<file path="src/hw/rtl/gwwa_pkg.sv">
`default_nettype none
// ----------------------------------------------------------------------------
// gwwa_pkg
// Shared types and constants for the greedy word wrapper.
// ----------------------------------------------------------------------------
package gwwa_pkg;

    localparam int DATA_W            = 8;
    localparam int MW_W              = 5;
    localparam int FILL_W            = 7;
    localparam int CFG_IDX_W         = 1;
    localparam int STORE_DEPTH_DEF   = 32;
    localparam int INDENT_WIDTH_DEF  = 4;
    localparam int QUEUE_DEPTH       = 2;

    localparam logic [DATA_W-1:0] SPACE_BYTE   = 8'h20;
    localparam logic [DATA_W-1:0] NEWLINE_BYTE = 8'h0A;
    localparam logic [DATA_W-1:0] TAB_BYTE     = 8'h09;
    localparam logic [DATA_W-1:0] CR_BYTE      = 8'h0D;

    localparam logic [MW_W-1:0] MAX_WIDTH_RESET = 5'd30;

    localparam logic [CFG_IDX_W-1:0] REG_MAX_WIDTH   = 1'd0;
    localparam logic [CFG_IDX_W-1:0] REG_RIGHT_ALIGN = 1'd1;

    typedef enum logic [1:0] {
        KIND_CHAR,
        KIND_BLANK,
        KIND_NEWLINE
    } kind_t;

    typedef struct packed {
        kind_t             kind;
        logic [DATA_W-1:0] data;
    } q_item_t;

    typedef struct packed {
        logic [MW_W-1:0] max_width;
        logic            right_align;
    } cfg_t;

    typedef struct packed {
        logic    valid;
        q_item_t item;
    } q_head_t;

    typedef enum logic [2:0] {
        ST_IDLE,
        ST_PAD,
        ST_LINE_RD,
        ST_LINE_OUT,
        ST_NEWLINE,
        ST_COPY_RD,
        ST_COPY_WR,
        ST_SPACE
    } state_t;

    function automatic logic is_blank(input logic [DATA_W-1:0] b);
        return (b == SPACE_BYTE) || ((b >= TAB_BYTE) && (b <= CR_BYTE));
    endfunction

endpackage
`default_nettype wire

</file>
<file path="src/hw/rtl/greedy_word_wrap_align.sv">
// A word byte is written to the word RAM when the idle state pops it from the queue; on a wrap
// the line is read back through ST_LINE_RD and ST_LINE_OUT, after any pad spaces from ST_PAD.
// Word bytes are stored as they are popped; each byte copied into the line RAM takes a read and
// a write state, and each line byte emitted takes a RAM read and then the output register.
// The sustained rate per character is set by the single read port of each RAM.
// Reset: synchronous active-low aresetn empties the queue, drops any partial word and
// opens a new line with its indent; max_width returns to 30 and right_align to 0.
`default_nettype none
// ----------------------------------------------------------------------------
// greedy_word_wrap_align
// Greedy word wrapper with optional right alignment, one byte per item.
// ----------------------------------------------------------------------------
module greedy_word_wrap_align #(
    parameter int STORE_DEPTH  = gwwa_pkg::STORE_DEPTH_DEF,
    parameter int INDENT_WIDTH = gwwa_pkg::INDENT_WIDTH_DEF
) (
    input  wire logic                             aclk,
    input  wire logic                             aresetn,
    input  wire logic                             s_tvalid,
    output logic                                  s_tready,
    input  wire logic [gwwa_pkg::DATA_W-1:0]      s_tdata,   // text_byte
    output logic                                  m_tvalid,
    input  wire logic                             m_tready,
    output logic      [gwwa_pkg::DATA_W-1:0]      m_tdata,   // out_byte
    output logic                                  m_tlast,
    input  wire logic                             cfg_we,
    input  wire logic [gwwa_pkg::CFG_IDX_W-1:0]   cfg_index,
    input  wire logic [gwwa_pkg::MW_W-1:0]        cfg_wdata
);
    import gwwa_pkg::*;

    cfg_t    cfg_reg, cfg_next;
    q_head_t q_head;
    logic    q_pop;

    always_comb begin
        cfg_next = cfg_reg;
        if (cfg_we) begin
            case (cfg_index)
                REG_MAX_WIDTH:   cfg_next.max_width   = cfg_wdata;
                REG_RIGHT_ALIGN: cfg_next.right_align = cfg_wdata[0];
                default: begin
                end
            endcase
        end
    end

    always_ff @(posedge aclk) begin
        if (!aresetn) begin
            cfg_reg.max_width   <= MAX_WIDTH_RESET;
            cfg_reg.right_align <= 1'b0;
        end else begin
            cfg_reg <= cfg_next;
        end
    end

    gwwa_front u_front (
        .aclk     (aclk),
        .aresetn  (aresetn),
        .s_tvalid (s_tvalid),
        .s_tready (s_tready),
        .s_tdata  (s_tdata),
        .q_head   (q_head),
        .q_pop    (q_pop)
    );

    gwwa_back #(
        .STORE_DEPTH  (STORE_DEPTH),
        .INDENT_WIDTH (INDENT_WIDTH)
    ) u_back (
        .aclk     (aclk),
        .aresetn  (aresetn),
        .cfg      (cfg_reg),
        .q_head   (q_head),
        .q_pop    (q_pop),
        .m_tvalid (m_tvalid),
        .m_tready (m_tready),
        .m_tdata  (m_tdata),
        .m_tlast  (m_tlast)
    );

endmodule
`default_nettype wire

</file>
<file path="src/hw/rtl/gwwa_ram.sv">
`default_nettype none
// ----------------------------------------------------------------------------
// gwwa_ram
// Generic single-write, single-read RAM with registered read data.
// ----------------------------------------------------------------------------
module gwwa_ram #(
    parameter int WIDTH = 8,
    parameter int DEPTH = 32
) (
    input  wire logic                     aclk,
    input  wire logic                     we,
    input  wire logic [$clog2(DEPTH)-1:0] waddr,
    input  wire logic [WIDTH-1:0]         wdata,
    input  wire logic                     re,
    input  wire logic [$clog2(DEPTH)-1:0] raddr,
    output logic      [WIDTH-1:0]         rdata
);

    logic [WIDTH-1:0] mem_reg [DEPTH];
    logic [WIDTH-1:0] rdata_reg;

    always_ff @(posedge aclk) begin
        if (we) begin
            mem_reg[waddr] <= wdata;
        end
        if (re) begin
            rdata_reg <= mem_reg[raddr];
        end
    end

    assign rdata = rdata_reg;

endmodule
`default_nettype wire

</file>
<file path="src/hw/rtl/gwwa_front.sv">
`default_nettype none
// ----------------------------------------------------------------------------
// gwwa_front
// Accepts input items, classifies each byte, and queues it for the back end.
// ----------------------------------------------------------------------------
module gwwa_front (
    input  wire logic                          aclk,
    input  wire logic                          aresetn,
    input  wire logic                          s_tvalid,
    output logic                               s_tready,
    input  wire logic [gwwa_pkg::DATA_W-1:0]   s_tdata,
    output gwwa_pkg::q_head_t                  q_head,
    input  wire logic                          q_pop
);
    import gwwa_pkg::*;

    localparam int PW = (QUEUE_DEPTH > 1) ? $clog2(QUEUE_DEPTH) : 1;
    localparam int CW = $clog2(QUEUE_DEPTH + 1);
    localparam logic [CW-1:0] FULL_L = CW'(QUEUE_DEPTH);
    localparam logic [PW-1:0] LAST_PTR = PW'(QUEUE_DEPTH - 1);

    q_item_t        slot_reg [QUEUE_DEPTH];
    logic [PW-1:0]  wr_ptr_reg, wr_ptr_next;
    logic [PW-1:0]  rd_ptr_reg, rd_ptr_next;
    logic [CW-1:0]  count_reg, count_next;
    logic           push;
    logic           pop;
    q_item_t        in_item;

    assign s_tready = (count_reg != FULL_L);
    assign push     = s_tvalid && s_tready;
    assign pop      = q_pop && (count_reg != '0);

    always_comb begin
        in_item.data = s_tdata;
        if (s_tdata == NEWLINE_BYTE) begin
            in_item.kind = KIND_NEWLINE;
        end else if (is_blank(s_tdata)) begin
            in_item.kind = KIND_BLANK;
        end else begin
            in_item.kind = KIND_CHAR;
        end
    end

    always_comb begin
        wr_ptr_next = wr_ptr_reg;
        rd_ptr_next = rd_ptr_reg;
        count_next  = count_reg;
        if (push) begin
            wr_ptr_next = (wr_ptr_reg == LAST_PTR) ? '0 : wr_ptr_reg + 1'b1;
        end
        if (pop) begin
            rd_ptr_next = (rd_ptr_reg == LAST_PTR) ? '0 : rd_ptr_reg + 1'b1;
        end
        if (push && !pop) begin
            count_next = count_reg + 1'b1;
        end else if (pop && !push) begin
            count_next = count_reg - 1'b1;
        end
    end

    always_ff @(posedge aclk) begin
        if (!aresetn) begin
            wr_ptr_reg <= '0;
            rd_ptr_reg <= '0;
            count_reg  <= '0;
        end else begin
            wr_ptr_reg <= wr_ptr_next;
            rd_ptr_reg <= rd_ptr_next;
            count_reg  <= count_next;
        end
        if (push) begin
            slot_reg[wr_ptr_reg] <= in_item;
        end
    end

    assign q_head.valid = (count_reg != '0);
    assign q_head.item  = slot_reg[rd_ptr_reg];

endmodule
`default_nettype wire

</file>
<file path="src/hw/rtl/gwwa_back.sv">
`default_nettype none
// ----------------------------------------------------------------------------
// gwwa_back
// Builds words and lines in two RAMs and emits wrapped lines byte by byte.
// ----------------------------------------------------------------------------
module gwwa_back #(
    parameter int STORE_DEPTH  = gwwa_pkg::STORE_DEPTH_DEF,
    parameter int INDENT_WIDTH = gwwa_pkg::INDENT_WIDTH_DEF
) (
    input  wire logic                          aclk,
    input  wire logic                          aresetn,
    input  wire gwwa_pkg::cfg_t                cfg,
    input  wire gwwa_pkg::q_head_t             q_head,
    output logic                               q_pop,
    output logic                               m_tvalid,
    input  wire logic                          m_tready,
    output logic      [gwwa_pkg::DATA_W-1:0]   m_tdata,
    output logic                               m_tlast
);
    import gwwa_pkg::*;

    localparam int AW = $clog2(STORE_DEPTH);
    localparam int LW = $clog2(STORE_DEPTH + 1);
    localparam logic [LW-1:0] DEPTH_L    = LW'(STORE_DEPTH);
    localparam logic [LW-1:0] WORD_MAX_L = LW'(STORE_DEPTH - 2);
    localparam logic [LW-1:0] INDENT_L   = LW'(INDENT_WIDTH);

    state_t              state_reg, state_next;
    logic [LW-1:0]       ll_reg, ll_next;
    logic [LW-1:0]       wl_reg, wl_next;
    logic [FILL_W-1:0]   fill_reg, fill_next;
    logic [LW-1:0]       idx_reg, idx_next;
    logic [MW_W-1:0]     pad_reg, pad_next;
    logic                nl_reg, nl_next;
    logic                final_reg, final_next;
    logic                indent_reg, indent_next;
    logic                out_valid_reg, out_valid_next;
    logic [DATA_W-1:0]   out_byte_reg, out_byte_next;
    logic                out_last_reg, out_last_next;

    logic                can_load;
    logic                pop;
    logic                item_ends_word;
    logic [FILL_W-1:0]   total;
    logic                fits;
    logic [FILL_W-1:0]   mw_ext;
    logic [FILL_W-1:0]   ll_ext;
    logic [FILL_W-1:0]   pad_calc;
    logic                do_pad;
    logic [LW-1:0]       idx_inc;
    state_t              flush_start;
    logic [DATA_W-1:0]   line_byte;

    logic                word_we;
    logic                word_re;
    logic [DATA_W-1:0]   word_rdata;
    logic                line_we;
    logic                line_re;
    logic [DATA_W-1:0]   line_wdata;
    logic [DATA_W-1:0]   line_rdata;

    assign can_load       = !out_valid_reg || m_tready;
    assign pop            = (state_reg == ST_IDLE) && q_head.valid;
    assign q_pop          = pop;
    assign item_ends_word = (q_head.item.kind != KIND_CHAR) && (wl_reg != '0);
    assign total          = fill_reg + FILL_W'(wl_reg) + FILL_W'(1);
    assign mw_ext         = FILL_W'(cfg.max_width);
    assign fits           = total < mw_ext;
    assign ll_ext         = FILL_W'(ll_reg);
    assign pad_calc       = mw_ext - ll_ext;
    assign do_pad         = cfg.right_align && (mw_ext > ll_ext);
    assign idx_inc        = idx_reg + 1'b1;
    assign flush_start    = (ll_reg == '0) ? ST_NEWLINE : ST_LINE_RD;
    assign line_byte      = (indent_reg && (idx_reg < INDENT_L)) ? SPACE_BYTE : line_rdata;

    assign word_we    = pop && (q_head.item.kind == KIND_CHAR) && (wl_reg < WORD_MAX_L);
    assign word_re    = (state_reg == ST_COPY_RD);
    assign line_we    = ((state_reg == ST_COPY_WR) || (state_reg == ST_SPACE)) &&
                        (ll_reg < DEPTH_L);
    assign line_re    = (state_reg == ST_LINE_RD);
    assign line_wdata = (state_reg == ST_SPACE) ? SPACE_BYTE : word_rdata;

    gwwa_ram #(.WIDTH(DATA_W), .DEPTH(STORE_DEPTH)) u_word_ram (
        .aclk  (aclk),
        .we    (word_we),
        .waddr (wl_reg[AW-1:0]),
        .wdata (q_head.item.data),
        .re    (word_re),
        .raddr (idx_reg[AW-1:0]),
        .rdata (word_rdata)
    );

    gwwa_ram #(.WIDTH(DATA_W), .DEPTH(STORE_DEPTH)) u_line_ram (
        .aclk  (aclk),
        .we    (line_we),
        .waddr (ll_reg[AW-1:0]),
        .wdata (line_wdata),
        .re    (line_re),
        .raddr (idx_reg[AW-1:0]),
        .rdata (line_rdata)
    );

    // next state
    always_comb begin
        state_next = state_reg;
        case (state_reg)
            ST_IDLE: begin
                if (pop) begin
                    if (item_ends_word) begin
                        if (fits) begin
                            state_next = ST_COPY_RD;
                        end else if (do_pad && (pad_calc != '0)) begin
                            state_next = ST_PAD;
                        end else begin
                            state_next = flush_start;
                        end
                    end else if (q_head.item.kind == KIND_NEWLINE) begin
                        state_next = flush_start;
                    end
                end
            end
            ST_PAD: begin
                if (can_load && (pad_reg == MW_W'(1))) begin
                    state_next = flush_start;
                end
            end
            ST_LINE_RD: begin
                state_next = ST_LINE_OUT;
            end
            ST_LINE_OUT: begin
                if (can_load) begin
                    state_next = (idx_inc == ll_reg) ? ST_NEWLINE : ST_LINE_RD;
                end
            end
            ST_NEWLINE: begin
                if (can_load) begin
                    state_next = final_reg ? ST_IDLE : ST_COPY_RD;
                end
            end
            ST_COPY_RD: begin
                state_next = ST_COPY_WR;
            end
            ST_COPY_WR: begin
                state_next = (idx_inc == wl_reg) ? ST_SPACE : ST_COPY_RD;
            end
            ST_SPACE: begin
                state_next = nl_reg ? ST_LINE_RD : ST_IDLE;
            end
            default: begin
                state_next = ST_IDLE;
            end
        endcase
    end

    // datapath and output register
    always_comb begin
        ll_next        = ll_reg;
        wl_next        = wl_reg;
        fill_next      = fill_reg;
        idx_next       = idx_reg;
        pad_next       = pad_reg;
        nl_next        = nl_reg;
        final_next     = final_reg;
        indent_next    = indent_reg;
        out_valid_next = out_valid_reg && !m_tready;
        out_byte_next  = out_byte_reg;
        out_last_next  = out_last_reg;
        if (line_we) begin
            ll_next = ll_reg + 1'b1;
        end
        case (state_reg)
            ST_IDLE: begin
                if (pop) begin
                    nl_next  = (q_head.item.kind == KIND_NEWLINE);
                    idx_next = '0;
                    pad_next = pad_calc[MW_W-1:0];
                    if (word_we) begin
                        wl_next = wl_reg + 1'b1;
                    end
                    if (item_ends_word) begin
                        final_next = 1'b0;
                        fill_next  = fits ? total : FILL_W'(wl_reg);
                    end else begin
                        final_next = 1'b1;
                    end
                end
            end
            ST_PAD: begin
                if (can_load) begin
                    out_valid_next = 1'b1;
                    out_byte_next  = SPACE_BYTE;
                    out_last_next  = 1'b0;
                    pad_next       = pad_reg - 1'b1;
                end
            end
            ST_LINE_OUT: begin
                if (can_load) begin
                    out_valid_next = 1'b1;
                    out_byte_next  = line_byte;
                    out_last_next  = 1'b0;
                    idx_next       = idx_inc;
                end
            end
            ST_NEWLINE: begin
                if (can_load) begin
                    out_valid_next = 1'b1;
                    out_byte_next  = NEWLINE_BYTE;
                    out_last_next  = final_reg || !nl_reg;
                    idx_next       = '0;
                    if (final_reg) begin
                        ll_next     = INDENT_L;
                        indent_next = 1'b1;
                        fill_next   = FILL_W'(INDENT_WIDTH);
                    end else begin
                        ll_next     = '0;
                        indent_next = 1'b0;
                    end
                end
            end
            ST_COPY_WR: begin
                idx_next = idx_inc;
            end
            ST_SPACE: begin
                wl_next    = '0;
                idx_next   = '0;
                final_next = 1'b1;
            end
            default: begin
            end
        endcase
    end

    always_ff @(posedge aclk) begin
        if (!aresetn) begin
            state_reg     <= ST_IDLE;
            ll_reg        <= INDENT_L;
            wl_reg        <= '0;
            fill_reg      <= FILL_W'(INDENT_WIDTH);
            indent_reg    <= 1'b1;
            nl_reg        <= 1'b0;
            final_reg     <= 1'b0;
            out_valid_reg <= 1'b0;
        end else begin
            state_reg     <= state_next;
            ll_reg        <= ll_next;
            wl_reg        <= wl_next;
            fill_reg      <= fill_next;
            indent_reg    <= indent_next;
            nl_reg        <= nl_next;
            final_reg     <= final_next;
            out_valid_reg <= out_valid_next;
        end
        idx_reg      <= idx_next;
        pad_reg      <= pad_next;
        out_byte_reg <= out_byte_next;
        out_last_reg <= out_last_next;
    end

    assign m_tvalid = out_valid_reg;
    assign m_tdata  = out_byte_reg;
    assign m_tlast  = out_last_reg;

endmodule
`default_nettype wire

</file>
<file path="config.mk">
export PLATFORM = sky130hd
export DESIGN_NAME = greedy_word_wrap_align
export DESIGN_NICKNAME = d
export VERILOG_FILES = /design/src/hw/rtl/gwwa_pkg.sv /design/src/hw/rtl/greedy_word_wrap_align.sv /design/src/hw/rtl/gwwa_ram.sv /design/src/hw/rtl/gwwa_front.sv /design/src/hw/rtl/gwwa_back.sv
export SDC_FILE = /design/constraint.sdc
export NUM_CORES = 1
export LEC_CHECK = 0
export BUFFER_PORTS_ARGS = -buffer_cell sky130_fd_sc_hd__buf_2
export CAP_MARGIN = 40
export CORE_UTILIZATION = 57
export CTS_CLUSTER_DIAMETER = 30
export DETAILED_ROUTE_END_ITERATION = 16
export PLACE_DENSITY = 0.83
export SETUP_SLACK_MARGIN = 0.15
export SLEW_MARGIN = 20
export SYNTH_ARGS = -nofsm -noshare
export SYNTH_HDL_FRONTEND = slang
export SYNTH_HIERARCHICAL = 1
export SYNTH_SLANG_ARGS = --single-unit
</file>
<file path="constraint.sdc">
create_clock -name aclk -period 3.2 [get_ports aclk]
set_clock_uncertainty 0.05 [all_clocks]
set_input_delay 0.16 -clock aclk [delete_from_list [all_inputs] [get_ports aclk]]
set_output_delay 0.16 -clock aclk [all_outputs]
set_load 0.1 [all_outputs]
</file>
==> impl_metrics.toml, run 1 <==
[run_status]
status = "finished clean"

[logic_synthesis]
syn_nets = 1326
yosysWarnings = 6
syn_area_um2 = 24700
syn_avg_cell_area_um2 = 19.3
synth_area_leaders = "edfxtp_1 (69%), mux4_2 (15%), dfxtp_1 (3.0%)"
synth-main-ff-cell = "edfxtp_1"
async_reset_ff_frac = 0
synth_cell_types = 63
synth_top_area_cell = "edfxtp_1"
yosysSeqAreaShare = 0.721
synth_top_area_frac = 0.691
synth_edf_count = 568
syn_inst = 1282
synth_seq_cells = 605

[hold_path]
min_path_cells = 2
hp-class = "in2reg"
min_to = "u_front/slot_reg[1][6]"
hp-start = "s_tdata[6]"

[setup_path]
cp_slowest_cell = "dfxtp_1"
critPathMaxFanout = 5
reg2reg_from = "u_back/wl_reg[1]"
cp-end-kind = "flip-flop"
crit_top_cell = "ha_1"
cp_cell_sequence = "ha_1 -> nor2b_1 -> nor3_1 -> nor2_1 -> xor2_1 -> ha_1 -> o21ai_0 -> a21oi_2 -> a211oi_4 -> and2_4 -> buf_4 -> a221oi_2 -> o31ai_1"
startpoint_type = "flip-flop"
worstPathArrival_ns = 3.53
r2r-end = "u_back/state_reg[2]"
crit_type = "reg2reg"
critical_path.max_stage_delay_ns = 0.34
required_ns = 3.70
r2r_slack_ns = 0.17
reg2reg_depth = 13

[global_route]
met1_usage = 0.341
grt_usage = 0.269
grt_antenna_before_repair = 0
grt_max_degree = 81
grt_pass1_wl_mm = 86.7
top_usage_layer = "met2"
use_met3 = 0.0563
grtUsageMet2 = 0.451
grt_remaining_overflow = 0
grt_pass1_vias = 14100

[route]
drt_pass1_iterations = 5
ant_nets = 0
wl_per_cell_um = 27.0
drt_wl_total_mm = 58.1
vias_per_cell = 6.31
drt_iter0_drc = 1589
via_count = 13600
drc_errors = 0

[cells_and_area]
drive_gt1_frac = 0.326
diodes = 0
layout.cells.non_filler = 2156
areaGrowthSynthToFinish_pct = 20.9
nets = 1539

[timing]
max-slew-margin-rel = 0.487
setup_viol = 0
drv_slew = 0
min_period_ns = 3.03
finalSetupTns_ns = 0
worst_slew_pin_slew_ns = 0.770
final_hold_viol_count = 0
timing.fmax_ghz = 0.330
rsz0062_at_grt = "false"
fin_ws_ns = 0.167
finalCritPeriodShare = 0.948

[power]
p_clk_frac = 0.394
leakagePower_nw = 10.0
p_int_mw = 19.1
p_comb_frac = 0.248
p_switching_mw = 7.83
p_total_mw = 26.9
power_density_nw_per_um2 = 901
p_sw_frac = 0.291
seq_power_share = 0.358
worst_ir_drop_vdd_mv = 0.683

[placement]
port_buffers = 29
globalplace.congestion = 0.839
place_ws_ns = 0.105
dp_hpwl_mm = 31.4
dp_cells = 1933

[die]
core_area_um2 = 42300
start_util = 0.583
die_h_um = 210
die_w_um = 210
io_pins = 30
die_area_um2 = 44100
num_rows = 75

[clock_tree]
clkLatencyLatePin_ns = 0.64
cts-htree-levels = 3
clock_path_buffers = 3
numCtsBuffers = 102
cts_tree = "built"
cts-root-buf = "clkbuf_16"
clock-sinks = 605
clkTransAtPathRegs_ns = 0.05

[job]
cap_violations = 0
worst max-delay path by stage:
stage	startpoint	end	slack, ns
floorplan	u_back/wl_reg[0]	u_back/fill_reg[2]	0.22
global placement	u_back/wl_reg[0]	u_back/fill_reg[2]	0.19
detailed placement	u_back/wl_reg[0]	u_back/fill_reg[2]	0.10
CTS	u_back/wl_reg[0]	u_back/fill_reg[2]	0.16
global route	u_back/wl_reg[1]	u_back/state_reg[2]	0.03
finish	u_back/wl_reg[1]	u_back/state_reg[2]	0.17
cell families (layout without fill, tap and decap cells):
| kind of cell | count (synthesis) | after routing | synth area share |
|---|---|---|---|
| and+or+nand+nor | 258 | 258 | 0.0531 |
| DFF | 605 | 605 | 0.721 |
| buffers and inverters | 87 | 384 | 0.0164 |
| muxes | 195 | 195 | 0.162 |
| AOI/OAI and AO/OA | 77 | 77 | 0.0218 |
| xor gates and xnor gates | 35 | 35 | 0.0124 |
| adders and majority gates | 25 | 25 | 0.0133 |
layout by cell type, fill, tap and decap left out, types with 5 or more instances in the layout:
cell type,Yosys,final
a21boi_0,6,6
clkinv_1,1,14
mux2i_1,6,6
buf_12,0,5
nand2_1,28,28
ha_1,23,22
inv_1,31,31
nand4_1,5,5
o211ai_1,5,5
mux2_2,27,27
and3_1,9,9
dlygate4sd3_1,0,30
xor2_1,11,11
clkinv_2,0,13
clkbuf_1,20,9
nor2b_1,9,9
clkbuf_16,0,103
nor2_1,108,108
o21ai_0,15,15
inv_6,0,14
clkinvlp_4,0,13
or3b_2,6,6
buf_4,12,98
clkinv_4,0,11
nand3_1,19,19
edfxtp_1,568,568
xnor2_1,24,24
nand3b_1,18,18
a21oi_1,20,18
nor3_1,9,9
dfxtp_1,37,35
and2_1,25,24
buf_2,8,30
mux4_2,160,160
bufinv_16,0,9
worst max-delay path, delay by kind of cell, from the launching register on:
kind	cells	cell delay, ns
compound gates	5	0.84
fa+ha+maj	2	0.59
flops	1	0.34
xor+xnor	1	0.23
simple gates	4	0.76
buf+inv	1	0.12
area by class of cell:
type / count / area (µm²)
fill: 2311 / 12500
clock buffer: 112 / 2610
clock inverter: 76 / 781
multi-input combinational: 590 / 6500
inverter: 32 / 120
timing repair buffer: 164 / 1300
tap: 577 / 722
sequential: 605 / 17800
through the flow:
step | util | instance area, µm² | hold slack, ns
CTS | 0.704 | 29800 | 0.192
global placement | 0.616 | 26100 | 0.316
detailed placement | 0.616 | 26100 | 0.323
global route | 0.705 | 29800 | 0.211
finish | 0.705 | 29800 | 0.224
floorplan | - | 24700 | 0.199
layer usage:
| layer | vias up | part of all wire |
|---|---|---|
| met5 | - | 0 |
| met4 | 0 | 0.039 |
| met3 | 167 | 0.091 |
| met2 | 873 | 0.50 |
| met1 | 6951 | 0.37 |
| li1 | 5611 | - |
power by group through the flow:
stage	sequential, mW	combinational [mW]	clock, mW
floorplan	9.93	4.55	0
global placement	9.74	6.26	0
detailed placement	9.75	6.39	0
CTS	9.62	6.59	10.7
global route	9.65	6.98	11.0
finish	9.63	6.66	10.6
Yosys cell counts (all sizes together) (2+ instances only):
| library cell | count |
|---|---|
| edfxtp | 568 |
| nand3b | 18 |
| and4b | 2 |
| and2 | 25 |
| dfxtp | 37 |
| xnor2 | 24 |
| nor2b | 10 |
| o221a | 2 |
| nand4 | 5 |
| a211o | 2 |
| a21o | 4 |
| clkbuf | 20 |
| inv | 31 |
| o221ai | 2 |
| fa | 2 |
| nand2 | 28 |
| nor4 | 4 |
| mux4 | 160 |
| nor3 | 9 |
| buf | 35 |
| nand2b | 5 |
| a31oi | 2 |
| nor2 | 108 |
| a21boi | 7 |
| o22ai | 2 |
| o21ai | 17 |
| mux2 | 28 |
| nand3 | 19 |
| xor2 | 11 |
| ha | 23 |
| and3 | 9 |
| o211ai | 5 |
| mux2i | 7 |
| nor4b | 2 |
| o2bb2ai | 4 |
| or3 | 4 |
| or3b | 7 |
| a21oi | 21 |
what timing repair did:
action | 4_1_cts | 5_1_grt
pin swaps | 0 | 4
hold buffers | 30 | 0
buffers inserted | 0 | 5
gates resized for setup | 2 | 7
endpoints found under the hold margin | 41 | 0
setup endpoints to repair | 17 | 93
(Power assumes the default switching activity.)
==> run 2: changes to the inputs <==
Settings changed: RECOVER_POWER set to 50.
==> run 2 against run 1 <==
Compared with the run above: first-iteration DRC count rose by 4.5%; combinational power fell by 0.8%; routed wire length is essentially flat; register-to-register slack about the same; critical path type unchanged; sequential share of layout area rose by 0.16 points; critical path depth did not move; largest power group unchanged; via count grew 0.19%; non-clock buffer count unchanged.
==> impl_metrics.toml, run 2 (synthesis results as in run 1) <==
[die]
start_util = 0.583
io_pins = 30
core_area_um2 = 42300
die_w_um = 210
num_rows = 75
die_h_um = 210
die_area_um2 = 44100

[setup_path]
crit_top_cell = "ha_1"
critPathMaxFanout = 5
required_ns = 3.70
startpoint_type = "flip-flop"
cp_cell_sequence = "ha_1 -> nor2b_1 -> nor3_1 -> nor2_1 -> xor2_1 -> ha_1 -> o21ai_0 -> a21oi_2 -> a211oi_4 -> and2_4 -> buf_4 -> a221oi_2 -> o31ai_1"
cp_slowest_cell = "dfxtp_1"
crit_type = "reg2reg"
worstPathArrival_ns = 3.54
cp-end-kind = "flip-flop"
critical_path.max_stage_delay_ns = 0.40

[job]
cap_violations = 0

[global_route]
grt_remaining_overflow = 0
grt_pass1_vias = 14100
grt_max_degree = 81
grt_antenna_before_repair = 0
grt_pass1_wl_mm = 86.7
grt_usage = 0.269

[placement]
port_buffers = 29
dp_cells = 1933
place_area_um2 = 26100
globalplace.congestion = 0.839
dp_hpwl_mm = 31.4

[route]
wl_per_cell_um = 27.0
drt_pass1_iterations = 6
drt_wl_total_mm = 58.1
met2_length_mm = 29.4
wl_met1_mm = 21.5
vias_per_cell = 6.32
highest_layer = "met4"
drt_iter0_drc = 1660
wl_met3_mm = 4.97
drc_errors = 0
via_count = 13600
ant_nets = 0

[power]
p_clk_frac = 0.395
power_density_nw_per_um2 = 903
worst_ir_drop_vdd_mv = 0.690
p_int_mw = 19.0
leakagePower_nw = 9.91
p_comb_frac = 0.246
seq_power_share = 0.359
p_switching_mw = 7.84
p_sw_frac = 0.292

[cells_and_area]
layout_commonest_cell = "edfxtp_1"
areaGrowthSynthToFinish_pct = 20.6
fin_area_um2 = 29800
final_util = 0.703
diodes = 0
layout_common_cells = "edfxtp_1 (568), mux4_2 (160), nor2_1 (108), clkbuf_16 (103), buf_4 (86)"
drive_gt1_frac = 0.303
layout.cells.non_filler = 2156
nets = 1539

[timing]
setup_viol = 0
final_hold_viol_count = 0
min_period_ns = 3.04
max-slew-margin-rel = 0.109
finalCritPeriodShare = 0.950
rsz0062_at_grt = "false"
drv_slew = 0
worst_slew_pin_slew_ns = 1.34
finalSetupTns_ns = 0
timing.fmax_ghz = 0.329

[clock_tree]
clock_path_buffers = 3
clock-sinks = 605
clkLatencyLatePin_ns = 0.65
cts-root-buf = "clkbuf_16"
numCtsBuffers = 102
clkTransAtPathRegs_ns = 0.05
cts_tree = "built"
cts-htree-levels = 3

[run_status]
status = "finished clean"

[hold_path]
hp-class = "in2reg"
## run 2: cell types whose count changed in the layout (fill, tap and decap cells not counted), moves of 7 or more
cell / change
and2_0: +9
and2_1: -9
buf_2: -20
buf_4: -12
clkbuf_1: +26
clkbuf_2: +7
mux2_1: +8
mux2_2: -8
## run 2: per-layer routing
layer  GRT usage  vias to the layer above
met5           0                        -
met4       0.121                        0
met3      0.0563                      174
met2       0.451                      874
met1       0.341                     6963
li1            -                     5617
## run 2: worst paths after layout
path,start,to,slack (ns),depth (start not counted)
max,u_back/wl_reg[1],u_back/state_reg[2],0.16,13
min reg2reg,u_back/fill_reg[0],u_back/fill_reg[0],0.44,1
max reg2reg,u_back/wl_reg[1],u_back/state_reg[2],0.16,13
min,s_tdata[4],u_front/slot_reg[0][4],0.27,2
## run 2: per-stage QoR
stage | hold WS, ns | worst slack, ns | power [mW]
floorplan | 0.199 | 0.217 | 14.5
CTS | 0.192 | 0.159 | 26.9
global placement | 0.316 | 0.195 | 16.0
finish | 0.275 | 0.161 | 26.9
global route | 0.282 | 0.0327 | 27.6
detailed placement | 0.323 | 0.105 | 16.1
## run 2: what timing repair did
item / 4_1_cts / 5_1_grt
endpoints found under the hold margin: 41 / 0
gates resized for setup: 2 / 7
hold buffers: 30 / 0
pin swaps: 0 / 4
setup endpoints to repair: 17 / 93
buffers inserted: 0 / 5
## run 2: layout make-up
type | instances | area, µm²
clock buffer | 112 | 2610
clock inverter | 76 | 781
fill | 2340 | 12600
inverter | 32 | 120
multi-input combinational | 590 | 6490
sequential | 605 | 17800
tap | 577 | 722
timing repair buffer | 164 | 1230
## run 2: power by group through the flow
stage | combinational, mW | sequential (mW) | clock (mW)
2_1_floorplan | 4.55 | 9.93 | 0
3_3_place_gp | 6.26 | 9.74 | 0
3_5_place_dp | 6.39 | 9.75 | 0
4_1_cts | 6.59 | 9.62 | 10.7
5_1_grt | 6.93 | 9.67 | 11.0
6_report | 6.61 | 9.64 | 10.6
## run 2: critical path, delay by kind of cell, from the launching register on
family | cells | cell delay (ns)
XOR/XNOR | 1 | 0.23
AND/OR/NAND/NOR | 4 | 0.78
buffers and inverters | 1 | 0.12
AO/OA/AOI/OAI | 5 | 0.85
flip-flops | 1 | 0.40
adder cells (fa/ha/maj) | 2 | 0.53
==> run 3: changes to the inputs <==
Settings changed: CORE_UTILIZATION 57 to 36, PLACE_DENSITY 0.83 to 0.59.
==> run 3 against run 2 <==
Compared with the run above: clock power is 7% higher; final cell count is 14% higher; first-iteration DRC count is 35% lower; routed wire length is 7.3% lower; utilization is 25 points lower; sequential share of layout area is 1.3 points lower; count of clock-buffer cells in the layout is 6 higher; register-to-register slack better by 0.08 ns.
==> impl_metrics.toml, run 3 (synthesis results as in run 1) <==
[clock_tree]
cts_tree = "built"
clkTransAtPathRegs_ns = 0.05
clkLatencyLatePin_ns = 0.65
numCtsBuffers = 106
clock_path_buffers = 3
cts-htree-levels = 3
cts-root-buf = "clkbuf_16"
clock-sinks = 605

[setup_path]
required_ns = 3.67
worstPathArrival_ns = 3.43
cp_slowest_cell = "fa_2"
startpoint_type = "flip-flop"
cp_cell_sequence = "inv_1 -> ha_1 -> fa_2 -> inv_1 -> a21o_1 -> a21oi_1 -> xnor2_1 -> ha_1 -> o21ai_0 -> a21oi_1 -> a211oi_4 -> and2_4 -> mux2_4 -> a2bb2oi_2"
cp-end-kind = "flip-flop"
critPathMaxFanout = 5
crit_family = "adder cells"
path_buf_inv = 2
critical_path.max_stage_delay_ns = 0.36
crit_type = "reg2reg"

[placement]
port_buffers = 29
place_area_um2 = 26500
globalplace.congestion = 0.810
dp_hpwl_mm = 32.8

[cells_and_area]
final_util = 0.450
diodes = 0
drive_gt1_frac = 0.303
layout_common_cells = "edfxtp_1 (568), mux4_2 (160), nor2_1 (108), clkbuf_16 (107), buf_4 (82)"
nets = 1540
areaGrowthSynthToFinish_pct = 23.2
layout_commonest_cell = "edfxtp_1"
fin_area_um2 = 30400

[die]
die_w_um = 264
start_util = 0.366
core_area_um2 = 67500
io_pins = 30
die_h_um = 264
die_area_um2 = 69600
num_rows = 95

[timing]
timing.fmax_ghz = 0.338
final_hold_viol_count = 0
setup_viol = 0
holdWs_ns = 0.268
max-slew-margin-rel = 0.118
rsz0062_at_grt = "true"
drv_slew = 0
finalSetupTns_ns = 0
min_period_ns = 2.96
worst_slew_pin_slew_ns = 1.32
finalCritPeriodShare = 0.924

[route]
drt_pass1_iterations = 5
drc_errors = 0
wl_met1_mm = 24.2
wl_per_cell_um = 21.9
drt_wl_total_mm = 53.9
ant_nets = 0
drt_iter0_drc = 1085
highest_layer = "met4"
via_count = 12700
wl_met3_mm = 2.75
vias_per_cell = 5.17
met2_length_mm = 25.6

[job]
cap_violations = 0

[global_route]
grt_usage = 0.157
grt_pass1_wl_mm = 82.1
grt_remaining_overflow = 0
grt_max_degree = 60
grt_pass1_vias = 13100
grt_antenna_before_repair = 0

[power]
seq_power_share = 0.350
worst_ir_drop_vdd_mv = 0.555
p_int_mw = 19.7
p_total_mw = 27.5
p_clk_frac = 0.411
p_comb_frac = 0.239
p_sw_frac = 0.283
p_switching_mw = 7.78
leakagePower_nw = 10.1
power_density_nw_per_um2 = 905

[hold_path]
hp-class = "in2reg"

[run_status]
status = "finished clean"
[run 3: path summary, 6_finish.rpt]
check             cells past startpoint  slack (ns)                      to                from
hold / removal                        2        0.27  u_front/slot_reg[1][7]          s_tdata[7]
setup reg to reg                     14        0.24      u_back/fill_reg[2]    u_back/wl_reg[0]
hold reg to reg                       1        0.42      u_back/fill_reg[0]  u_back/fill_reg[0]
setup / recovery                     14        0.24      u_back/fill_reg[2]    u_back/wl_reg[0]
[run 3: repair_timing]
action                                 CTS  global route
hold buffers                            30             0
pin swaps                                0             3
endpoints found under the hold margin   43             0
buffers inserted                         0             2
setup endpoints to repair                1             4
resized for setup                        1             5
[run 3: per-layer routing]
metal  GRT usage  vias to the layer above
met2       0.247                      327
met3      0.0360                      101
met1       0.216                     6648
met4      0.0515                        0
met5           0                        -
li1            -                     5642
[run 3: power groups by stage]
stage	logic [mW]	registers (mW)	clock network, mW
finish	6.57	9.63	11.3
global route	7.05	9.66	11.9
CTS	6.73	9.62	11.5
detailed placement	6.68	9.77	0
global placement	6.59	9.75	0
floorplan	4.55	9.93	0
[run 3: stage by stage]
stage | std cells | setup WS (ns)
after global routing | 2462 | 0.140
after CTS | 2459 | 0.191
final | 2462 | 0.242
after detailed placement | 2228 | 0.112
after global placement | 2228 | 0.177
after floorplan | 1282 | 0.217
[run 3: worst register-to-register path: stages (launching register included)]
cell and delay (ns):
dfxtp_2 0.32, inv_1 0.05, ha_1 0.24, fa_2 0.36, inv_1 0.06, a21o_1 0.14, a21oi_1 0.08, xnor2_1 0.25
ha_1 0.27, o21ai_0 0.07, a21oi_1 0.09, a211oi_4 0.20, and2_4 0.23, mux2_4 0.31, a2bb2oi_2 0.13
[run 3: cell type report]
class                      instances  area (µm²)
clock buffer                     118        2720
clock inverter                    83         961
fill                            5744       37100
inverter                          32         120
multi-input combinational        590        6480
sequential                       605       17800
tap                              873        1090
timing repair buffer             161        1230
